**src/rtl/kvi_pkg.sv**
```systemverilog
package kvi_pkg;

    // Field types
    typedef logic signed [15:0] frame_t;
    typedef logic        [15:0] alpha_t;

    // One keyframe as stored in the table
    typedef struct packed {
        frame_t frame;
        alpha_t alpha;
    } entry_t;

    // Item opcodes
    localparam logic OP_WRITE = 1'b0;
    localparam logic OP_QUERY = 1'b1;

    // Q1.15 unity
    localparam alpha_t ALPHA_ONE = 16'h8000;

    // Value of a slot that was never written
    localparam entry_t RESET_ENTRY = '{frame: 16'sd1, alpha: ALPHA_ONE};

endpackage

```
**src/rtl/kvi_item_if.sv**
```systemverilog
interface kvi_item_if;
    import kvi_pkg::*;

    logic   valid;
    logic   ready;
    logic   op;
    logic   [3:0] slot;
    frame_t frame_number;
    alpha_t key_alpha;

    modport source (output valid, op, slot, frame_number, key_alpha, input ready);
    modport sink   (input valid, op, slot, frame_number, key_alpha, output ready);

endinterface

```
**src/rtl/kvi_result_if.sv**
```systemverilog
interface kvi_result_if;
    import kvi_pkg::*;

    logic   valid;
    logic   ready;
    alpha_t alpha;

    modport source (output valid, alpha, input ready);
    modport sink   (input valid, alpha, output ready);

endinterface

```
**src/rtl/keyframe_visibility_interpolator_unit.sv**
```systemverilog
// Keyframe write: no result; the next beat may follow at once.
// Query: an empty table answers 1.0 with no table read; one key or a frame at or before the
// first key is answered from the first key read, a frame at or after the last key from the
// last key read; interpolation takes one table read per key searched, a multiply and a restoring divider.
// A result still waiting on the output holds the next answer back; one query at a time.
// Reset (rst_n low, async): key count 0, every slot reads as frame 1, alpha 1.0.
module keyframe_visibility_interpolator_unit #(
    parameter int MAX_KEYFRAMES = 16
) (
    input  logic               clk,
    input  logic               rst_n,
    input  logic               cfg_wr_en,
    input  logic [4:0]         cfg_wr_data,
    kvi_item_if.sink           item,
    kvi_result_if.source       result
);
    import kvi_pkg::*;

    localparam int AW = (MAX_KEYFRAMES > 1) ? $clog2(MAX_KEYFRAMES) : 1;
    localparam int CW = $clog2(MAX_KEYFRAMES + 1);

    typedef enum logic [9:0] {
        ST_IDLE   = 10'b0000000001,
        ST_FIRST  = 10'b0000000010,
        ST_LAST   = 10'b0000000100,
        ST_SCAN   = 10'b0000001000,
        ST_SETUP  = 10'b0000010000,
        ST_MUL    = 10'b0000100000,
        ST_LOAD   = 10'b0001000000,
        ST_DIV    = 10'b0010000000,
        ST_ADJ    = 10'b0100000000,
        ST_FINISH = 10'b1000000000
    } state_t;

    // Key table and per-slot written flags
    entry_t                 mem [MAX_KEYFRAMES];
    logic [MAX_KEYFRAMES-1:0] valid_reg;
    entry_t                 rd_data_reg;
    logic                   rd_valid_reg;
    logic [AW-1:0]          rd_addr;
    logic                   wr_en;
    logic [AW-1:0]          wr_addr;
    entry_t                 wr_entry;
    entry_t                 rd_entry;

    logic [4:0]             count_reg;
    state_t                 state_reg, state_next;
    frame_t                 qframe_reg, qframe_next;
    logic [CW-1:0]          n_reg, n_next;
    logic [CW-1:0]          idx_reg, idx_next;
    entry_t                 prev_reg, prev_next;
    entry_t                 next_reg, next_next;
    entry_t                 last_reg, last_next;
    logic signed [16:0]     a_diff_reg, a_diff_next;
    logic signed [16:0]     f_diff_reg, f_diff_next;
    logic [15:0]            den_reg, den_next;
    logic signed [33:0]     prod_reg, prod_next;
    logic [31:0]            dvd_reg, dvd_next;
    logic [15:0]            rem_reg, rem_next;
    logic [4:0]             cnt_reg, cnt_next;
    logic                   neg_reg, neg_next;
    alpha_t                 res_reg, res_next;
    logic                   out_valid_reg, out_valid_next;
    alpha_t                 out_alpha_reg, out_alpha_next;

    logic                   accept;
    logic [CW-1:0]          n_eff;
    logic signed [16:0]     df, den;
    logic [33:0]            mag;
    logic [16:0]            rem_sh;
    logic [16:0]            rem_sub;
    logic signed [33:0]     sum;

    assign item.ready   = (state_reg == ST_IDLE);
    assign accept       = item.valid && item.ready;
    assign result.valid = out_valid_reg;
    assign result.alpha = out_alpha_reg;

    // Count clamped to table depth
    always_comb
    begin
        if (int'(count_reg) > MAX_KEYFRAMES)
            n_eff = CW'(MAX_KEYFRAMES);
        else
            n_eff = CW'(count_reg);
    end

    // Keyframe write on accept, alpha saturated to 1.0
    assign wr_en          = accept && (item.op == OP_WRITE) && (int'(item.slot) < MAX_KEYFRAMES);
    assign wr_addr        = AW'(item.slot);
    assign wr_entry.frame = item.frame_number;
    assign wr_entry.alpha = (item.key_alpha > ALPHA_ONE) ? ALPHA_ONE : item.key_alpha;

    // Unwritten slots read as the reset keyframe
    assign rd_entry = rd_valid_reg ? rd_data_reg : RESET_ENTRY;

    // Table memory: one write, one registered read
    always_ff @(posedge clk)
    begin
        if (wr_en)
            mem[wr_addr] <= wr_entry;
        rd_data_reg <= mem[rd_addr];
    end

    always_ff @(posedge clk or negedge rst_n)
    begin
        if (!rst_n)
        begin
            valid_reg    <= '0;
            rd_valid_reg <= 1'b0;
        end
        else
        begin
            if (wr_en)
                valid_reg[wr_addr] <= 1'b1;
            rd_valid_reg <= valid_reg[rd_addr];
        end
    end

    // Configuration register
    always_ff @(posedge clk or negedge rst_n)
    begin
        if (!rst_n)
            count_reg <= '0;
        else if (cfg_wr_en)
            count_reg <= cfg_wr_data;
    end

    // Divider datapath: one quotient bit per cycle
    assign rem_sh  = {rem_reg, dvd_reg[31]};
    assign rem_sub = rem_sh - {1'b0, den_reg};

    // Frame deltas against the lower key
    assign df  = $signed({qframe_reg[15], qframe_reg}) - $signed({prev_reg.frame[15], prev_reg.frame});
    assign den = $signed({next_reg.frame[15], next_reg.frame})
               - $signed({prev_reg.frame[15], prev_reg.frame});
    assign mag = prod_reg[33] ? 34'(-prod_reg) : 34'(prod_reg);
    assign sum = $signed({18'd0, prev_reg.alpha})
               + (neg_reg ? -$signed({2'b00, dvd_reg}) : $signed({2'b00, dvd_reg}));

    // Sequencer and read address
    always_comb
    begin
        state_next     = state_reg;
        qframe_next    = qframe_reg;
        n_next         = n_reg;
        idx_next       = idx_reg;
        prev_next      = prev_reg;
        next_next      = next_reg;
        last_next      = last_reg;
        a_diff_next    = a_diff_reg;
        f_diff_next    = f_diff_reg;
        den_next       = den_reg;
        prod_next      = prod_reg;
        dvd_next       = dvd_reg;
        rem_next       = rem_reg;
        cnt_next       = cnt_reg;
        neg_next       = neg_reg;
        res_next       = res_reg;
        out_valid_next = out_valid_reg && !result.ready;
        out_alpha_next = out_alpha_reg;
        rd_addr        = '0;

        case (state_reg)
            ST_IDLE:
            begin
                if (accept && item.op == OP_QUERY)
                begin
                    qframe_next = item.frame_number;
                    n_next      = n_eff;
                    if (n_eff == '0)
                    begin
                        res_next   = ALPHA_ONE;
                        state_next = ST_FINISH;
                    end
                    else
                        state_next = ST_FIRST;
                end
            end
            ST_FIRST:
            begin
                prev_next = rd_entry;
                rd_addr   = AW'(n_reg - 1'b1);
                if (n_reg == CW'(1) || qframe_reg <= rd_entry.frame)
                begin
                    res_next   = rd_entry.alpha;
                    state_next = ST_FINISH;
                end
                else
                    state_next = ST_LAST;
            end
            ST_LAST:
            begin
                last_next = rd_entry;
                rd_addr   = AW'(1);
                if (qframe_reg >= rd_entry.frame)
                begin
                    res_next   = rd_entry.alpha;
                    state_next = ST_FINISH;
                end
                else if (n_reg == CW'(2))
                begin
                    next_next  = rd_entry;
                    state_next = ST_SETUP;
                end
                else
                begin
                    idx_next   = CW'(1);
                    state_next = ST_SCAN;
                end
            end
            ST_SCAN:
            begin
                rd_addr = AW'(idx_reg + 1'b1);
                if (rd_entry.frame > qframe_reg)
                begin
                    next_next  = rd_entry;
                    state_next = ST_SETUP;
                end
                else
                begin
                    prev_next = rd_entry;
                    if (CW'(idx_reg + 1'b1) == CW'(n_reg - 1'b1))
                    begin
                        next_next  = last_reg;
                        state_next = ST_SETUP;
                    end
                    else
                        idx_next = CW'(idx_reg + 1'b1);
                end
            end
            ST_SETUP:
            begin
                if (df == 17'sd0 || den <= 17'sd0)
                begin
                    res_next   = prev_reg.alpha;
                    state_next = ST_FINISH;
                end
                else
                begin
                    a_diff_next = $signed({1'b0, next_reg.alpha}) - $signed({1'b0, prev_reg.alpha});
                    f_diff_next = df;
                    den_next    = den[15:0];
                    state_next  = ST_MUL;
                end
            end
            ST_MUL:
            begin
                prod_next  = a_diff_reg * f_diff_reg;
                state_next = ST_LOAD;
            end
            ST_LOAD:
            begin
                neg_next   = prod_reg[33];
                dvd_next   = mag[31:0];
                rem_next   = '0;
                cnt_next   = 5'd31;
                state_next = ST_DIV;
            end
            ST_DIV:
            begin
                if (!rem_sub[16])
                begin
                    rem_next = rem_sub[15:0];
                    dvd_next = {dvd_reg[30:0], 1'b1};
                end
                else
                begin
                    rem_next = rem_sh[15:0];
                    dvd_next = {dvd_reg[30:0], 1'b0};
                end
                if (cnt_reg == '0)
                    state_next = ST_ADJ;
                else
                    cnt_next = cnt_reg - 1'b1;
            end
            ST_ADJ:
            begin
                if (sum < 34'sd0)
                    res_next = '0;
                else if (sum > $signed({18'd0, ALPHA_ONE}))
                    res_next = ALPHA_ONE;
                else
                    res_next = sum[15:0];
                state_next = ST_FINISH;
            end
            ST_FINISH:
            begin
                if (!out_valid_reg || result.ready)
                begin
                    out_valid_next = 1'b1;
                    out_alpha_next = res_reg;
                    state_next     = ST_IDLE;
                end
            end
            default:
            begin
                state_next = ST_IDLE;
            end
        endcase
    end

    // Control registers
    always_ff @(posedge clk or negedge rst_n)
    begin
        if (!rst_n)
        begin
            state_reg     <= ST_IDLE;
            out_valid_reg <= 1'b0;
            n_reg         <= '0;
            idx_reg       <= '0;
            cnt_reg       <= '0;
        end
        else
        begin
            state_reg     <= state_next;
            out_valid_reg <= out_valid_next;
            n_reg         <= n_next;
            idx_reg       <= idx_next;
            cnt_reg       <= cnt_next;
        end
    end

    // Datapath registers
    always_ff @(posedge clk)
    begin
        qframe_reg    <= qframe_next;
        prev_reg      <= prev_next;
        next_reg      <= next_next;
        last_reg      <= last_next;
        a_diff_reg    <= a_diff_next;
        f_diff_reg    <= f_diff_next;
        den_reg       <= den_next;
        prod_reg      <= prod_next;
        dvd_reg       <= dvd_next;
        rem_reg       <= rem_next;
        neg_reg       <= neg_next;
        res_reg       <= res_next;
        out_alpha_reg <= out_alpha_next;
    end

    // Checks
    a_alpha_range: assert property (@(posedge clk) disable iff (!rst_n)
        result.valid |-> result.alpha <= ALPHA_ONE)
        else $error("alpha above 1.0");

    a_empty_table: assert property (@(posedge clk) disable iff (!rst_n)
        (accept && item.op == OP_QUERY && n_eff == '0)
        |=> (state_reg == ST_FINISH && res_reg == ALPHA_ONE))
        else $error("empty table did not answer 1.0");

    a_div_end: assert property (@(posedge clk) disable iff (!rst_n)
        (state_reg == ST_DIV && cnt_reg == '0) |=> state_reg == ST_ADJ)
        else $error("divider overran");

    a_scan_bounds: assert property (@(posedge clk) disable iff (!rst_n)
        state_reg == ST_SCAN |-> (idx_reg >= CW'(1) && idx_reg < CW'(n_reg - 1'b1)))
        else $error("scan index out of range");

endmodule

```
**src/flat_wrapper.sv**
```systemverilog
// flat-port wrapper written by rule: the top's interface ports become plain ports
module keyframe_visibility_interpolator_unit_flat import kvi_pkg::*;
#(
    parameter int MAX_KEYFRAMES = 16
)
  (clk, rst_n, cfg_wr_en, cfg_wr_data, item_valid, item_op, item_slot, item_frame_number, item_key_alpha, item_ready, result_valid, result_alpha, result_ready);
  kvi_item_if item_i ();
  kvi_result_if result_i ();
  input  logic clk;
  input  logic rst_n;
  input  logic cfg_wr_en;
  input  logic [4:0] cfg_wr_data;
  input wire logic [$bits(item_i.valid)-1:0] item_valid;
  input wire logic [$bits(item_i.op)-1:0] item_op;
  input wire logic [$bits(item_i.slot)-1:0] item_slot;
  input wire logic [$bits(item_i.frame_number)-1:0] item_frame_number;
  input wire logic [$bits(item_i.key_alpha)-1:0] item_key_alpha;
  output wire logic [$bits(item_i.ready)-1:0] item_ready;
  output wire logic [$bits(result_i.valid)-1:0] result_valid;
  output wire logic [$bits(result_i.alpha)-1:0] result_alpha;
  input wire logic [$bits(result_i.ready)-1:0] result_ready;
  assign item_i.valid = item_valid;
  assign item_i.op = item_op;
  assign item_i.slot = item_slot;
  assign item_i.frame_number = item_frame_number;
  assign item_i.key_alpha = item_key_alpha;
  assign item_ready = item_i.ready;
  assign result_valid = result_i.valid;
  assign result_alpha = result_i.alpha;
  assign result_i.ready = result_ready;
  keyframe_visibility_interpolator_unit #(.MAX_KEYFRAMES(MAX_KEYFRAMES)) u_core (.clk(clk), .rst_n(rst_n), .cfg_wr_en(cfg_wr_en), .cfg_wr_data(cfg_wr_data), .item(item_i), .result(result_i));
endmodule
```
**config.mk**
```make
export PLATFORM = sky130hd
export DESIGN_NAME = keyframe_visibility_interpolator_unit_flat
export DESIGN_NICKNAME = d
export VERILOG_FILES = /design/src/rtl/kvi_pkg.sv /design/src/rtl/kvi_item_if.sv /design/src/rtl/kvi_result_if.sv /design/src/rtl/keyframe_visibility_interpolator_unit.sv /design/src/flat_wrapper.sv
export SDC_FILE = /design/constraint.sdc
export NUM_CORES = 2
export LEC_CHECK = 0
export BUFFER_PORTS_ARGS = -buffer_cell sky130_fd_sc_hd__buf_2
export CAP_MARGIN = 20
export CORE_ASPECT_RATIO = 0.9
export CORE_MARGIN = 4
export CORE_UTILIZATION = 53
export DETAILED_ROUTE_END_ITERATION = 8
export PLACE_DENSITY = 0.69
export REMOVE_ABC_BUFFERS = 1
export SLEW_MARGIN = 20
export SYNTH_ARGS = -nofsm -noshare
export SYNTH_HDL_FRONTEND = slang
export SYNTH_SLANG_ARGS = --single-unit
```
**constraint.sdc**
```tcl
create_clock -name clk -period 11.25 [get_ports clk]
set_input_delay 0.5625 -clock clk [delete_from_list [all_inputs] [get_ports clk]]
set_output_delay 0.5625 -clock clk [all_outputs]
set_load 0.01 [all_outputs]
```
==> metrics.txt <==
Final min period=6.96 ns; Ports=65; Worst slew margin=24.0%; core box area=93200 sq um; Via Count=32446; kind of critical path=flop to flop; Final HPWL DP=78400 um; Initial DRC Count=3070; Non-Filler Instances=5568; Total Die Area=99400 sq um; gr usage total=23.8%; Bufs on Longest Clock Path=3; nets=4788; WL final=120000 um; initial antenna violation count=4; Warnings, synthesis=0; clock buffer count from CTS=89; max FFs per register=512; top post-synthesis cells by area=edfxtp_1 47%, fa_1 12%, ha_1 4.8%; post-synth top area share=47.3%; Synth Area in Compound Gates=10.3%; R2R Setup Slk=4.29 ns; post-synthesis cell type with the largest combined area=edfxtp_1; Initial Utilization=53.7%; flops & latches, synth=868; first-pass GRT wire length=186000 um; period utilization=61.9%; overall power=7.88 mW; Die H=299 um; simple-gate share of the synthesized area=12.2%; syn_area_per_cell=11.8 sq um; Clk Latency, worst-skew pair=0.67 ns; Switching Fraction=26.6%; Fin Hold WS=0.0177 ns; cell internal pwr=5.79 mW; Clk pwr share=37.5%; WL/cell=21.5 um; largest family of logic cells by synthesized area=adder cells; Max Cap Viol=0; CTS Hold Buffers Added=0; Synth Instances=4244; Power Density=144 nW/um^2; Clock Tree Root=clkbuf_16; final slew viol count=0; most frequent cell after synthesis=edfxtp_1; global route overflow=0; DRC viols=0; Final ANT Viol Nets=0; status=finished, final reports clean; Final Hold Viols=0; xor and xnor area share after synthesis=3.10%; Post-synth EDFFs=788; count of cell types in the netlist=76; Slew @ Worst Pin=1.14 ns; register share of total power=48.0%; Synth-to-Final Area Change=9.39%; ys flop type=edfxtp_1; VDD IR-drop max=0.122 mV; Net Switching=2.09 mW; mux cell area share after synthesis=1.86%; Synth Area in Adders=16.8%; Post-Place Worst Slack=4.31 ns; P_leak=20.8 nW; Placed Cells=5401; sequential cell area fraction in the yosys report=51.0%; startpoint types=flop; fmax=0.144 GHz; Async S/R FF share, synth=5.53%; CTS tree=yes; Final setup viols=0; layout cells sized above 1=7.84%; Final TNS setup=0 ns; 1st-pass router iterations=5; Routability Congestion=0.890; final worst slack=4.29 ns; Worst EP arrival=7.34 ns; synthesized area=50000 sq um; Avg Vias per Cell=5.83; RSZ-0062 raised after global routing=false; Worst Path Max Fanout=17; setup repair bufs after CTS=0; Clock Skew=0.0535 ns; Worst-path clk slew=0.07 ns; chip width=332 um; top cell types by occurrence after synthesis=788 x edfxtp_1, 448 x nand2_1, 438 x inv_1; Logic pwr share=14.5%; vias in the first global route=31925; largest net degree at the start of global routing=190; post-CTS resize count=0; H-Tree Depth=3; endpoint class of the critical path=flop; Critical Path RT=11.62 ns; min-delay worst type=primary input to asynchronous set/reset pin; I/O Buffers=64; site row count=106; clk sinks=868
==> worst paths after layout <==
path / cells past startpoint / from / to
min in group clk: 2 / cfg_wr_data[0] / u_core.count_reg[0]
max reg2reg: 21 / u_core.f_diff_reg[5] / u_core.prod_reg[33]
min: 2 / rst_n / u_core.count_reg[1]
max: 21 / u_core.f_diff_reg[5] / u_core.prod_reg[33]
min reg2reg: 0 / u_core.res_reg[0] / u_core.result.alpha[0]
max in group asynchronous: 2 / rst_n / u_core.cnt_reg[2]
==> power groups by stage <==
stage          Combinational (mW)  Sequential, mW  Clock [mW]
6_report                     1.15            3.78        2.95
5_1_grt                      1.27            3.79        3.15
4_1_cts                      1.15            3.78        3.01
3_5_place_dp                 1.14            3.85           0
3_3_place_gp                 1.12            3.84           0
2_1_floorplan               0.850            3.83           0
==> per-layer routing <==
metal | wire [um] | track usage [%]
met1 | 52200 | 33.7
met2 | 56400 | 39.1
met3 | 8290 | 3.89
met4 | 2740 | 5.34
met5 | 25 | 0
==> cell usage in the layout (no fill, tap or decap), types with 9 or more instances in the layout <==
| master | count |
|---|---|
| a211oi_1 | 236 |
| a21boi_0 | 11 |
| a21o_1 | 23 |
| a21oi_1 | 163 |
| a31oi_1 | 84 |
| and2_1 | 261 |
| and3_1 | 11 |
| buf_2 | 64 |
| buf_4 | 38 |
| clkbuf_1 | 24 |
| clkbuf_16 | 89 |
| clkinv_2 | 14 |
| dfrtp_1 | 47 |
| dfxtp_1 | 32 |
| edfxtp_1 | 788 |
| fa_1 | 301 |
| ha_1 | 190 |
| inv_1 | 438 |
| mux2_2 | 9 |
| mux2i_1 | 83 |
| nand2_1 | 447 |
| nand2b_1 | 44 |
| nand3_1 | 30 |
| nand4_1 | 22 |
| nor2_1 | 161 |
| nor2_4 | 17 |
| nor2b_1 | 30 |
| nor3_1 | 34 |
| nor4_1 | 29 |
| o211ai_1 | 15 |
| o21a_1 | 17 |
| o21ai_0 | 110 |
| o31a_1 | 10 |
| o31ai_1 | 24 |
| o41ai_1 | 16 |
| or2_2 | 29 |
| or3_1 | 25 |
| or4_1 | 16 |
| xnor2_1 | 109 |
| xor2_1 | 67 |
==> worst max-delay path: stages, from the launching register on <==
cell	delay [ns]
edfxtp_1	0.78
nand2_1	0.17
fa_1	0.57
inv_1	0.05
fa_1	0.50
inv_1	0.06
fa_1	0.48
fa_1	0.54
inv_1	0.05
fa_1	0.49
fa_1	0.43
ha_1	0.36
a21oi_1	0.24
a21boi_0	0.13
o21ai_0	0.34
o31ai_1	0.22
a21oi_1	0.24
o31ai_1	0.13
or4_1	0.43
a31o_2	0.25
a21oi_1	0.17
xnor2_1	0.09
==> final cells by class <==
| cell class | count | area, sq um |
|---|---|---|
| Fill cell | 7493 | 38500 |
| Sequential cell | 868 | 25500 |
| Multi-Input combinational cell | 2747 | 22400 |
| Clock buffer | 120 | 2410 |
| Inverter | 439 | 1650 |
| Tap cell | 1242 | 1550 |
| Timing Repair Buffer | 105 | 666 |
| Clock inverter | 46 | 548 |
| Antenna cell | 1 | 2.50 |
==> kinds of logic after synthesis <==
family                   count (synthesis)
AND/OR/NAND/NOR                       1208
adder cells (fa/ha/maj)                491
buffers and inverters                  629
flip-flops                             868
AO/OA/AOI/OAI                          779
multiplexers                            92
XOR/XNOR                               177
==> metrics by stage <==
step	util, %	area (sq um)
2_1_floorplan	-	49300
6_report	58.7	54700
3_5_place_dp	55.5	51800
3_3_place_gp	55.5	51800
4_1_cts	58.7	54700
5_1_grt	58.7	54700
(Power assumes the default switching activity.)
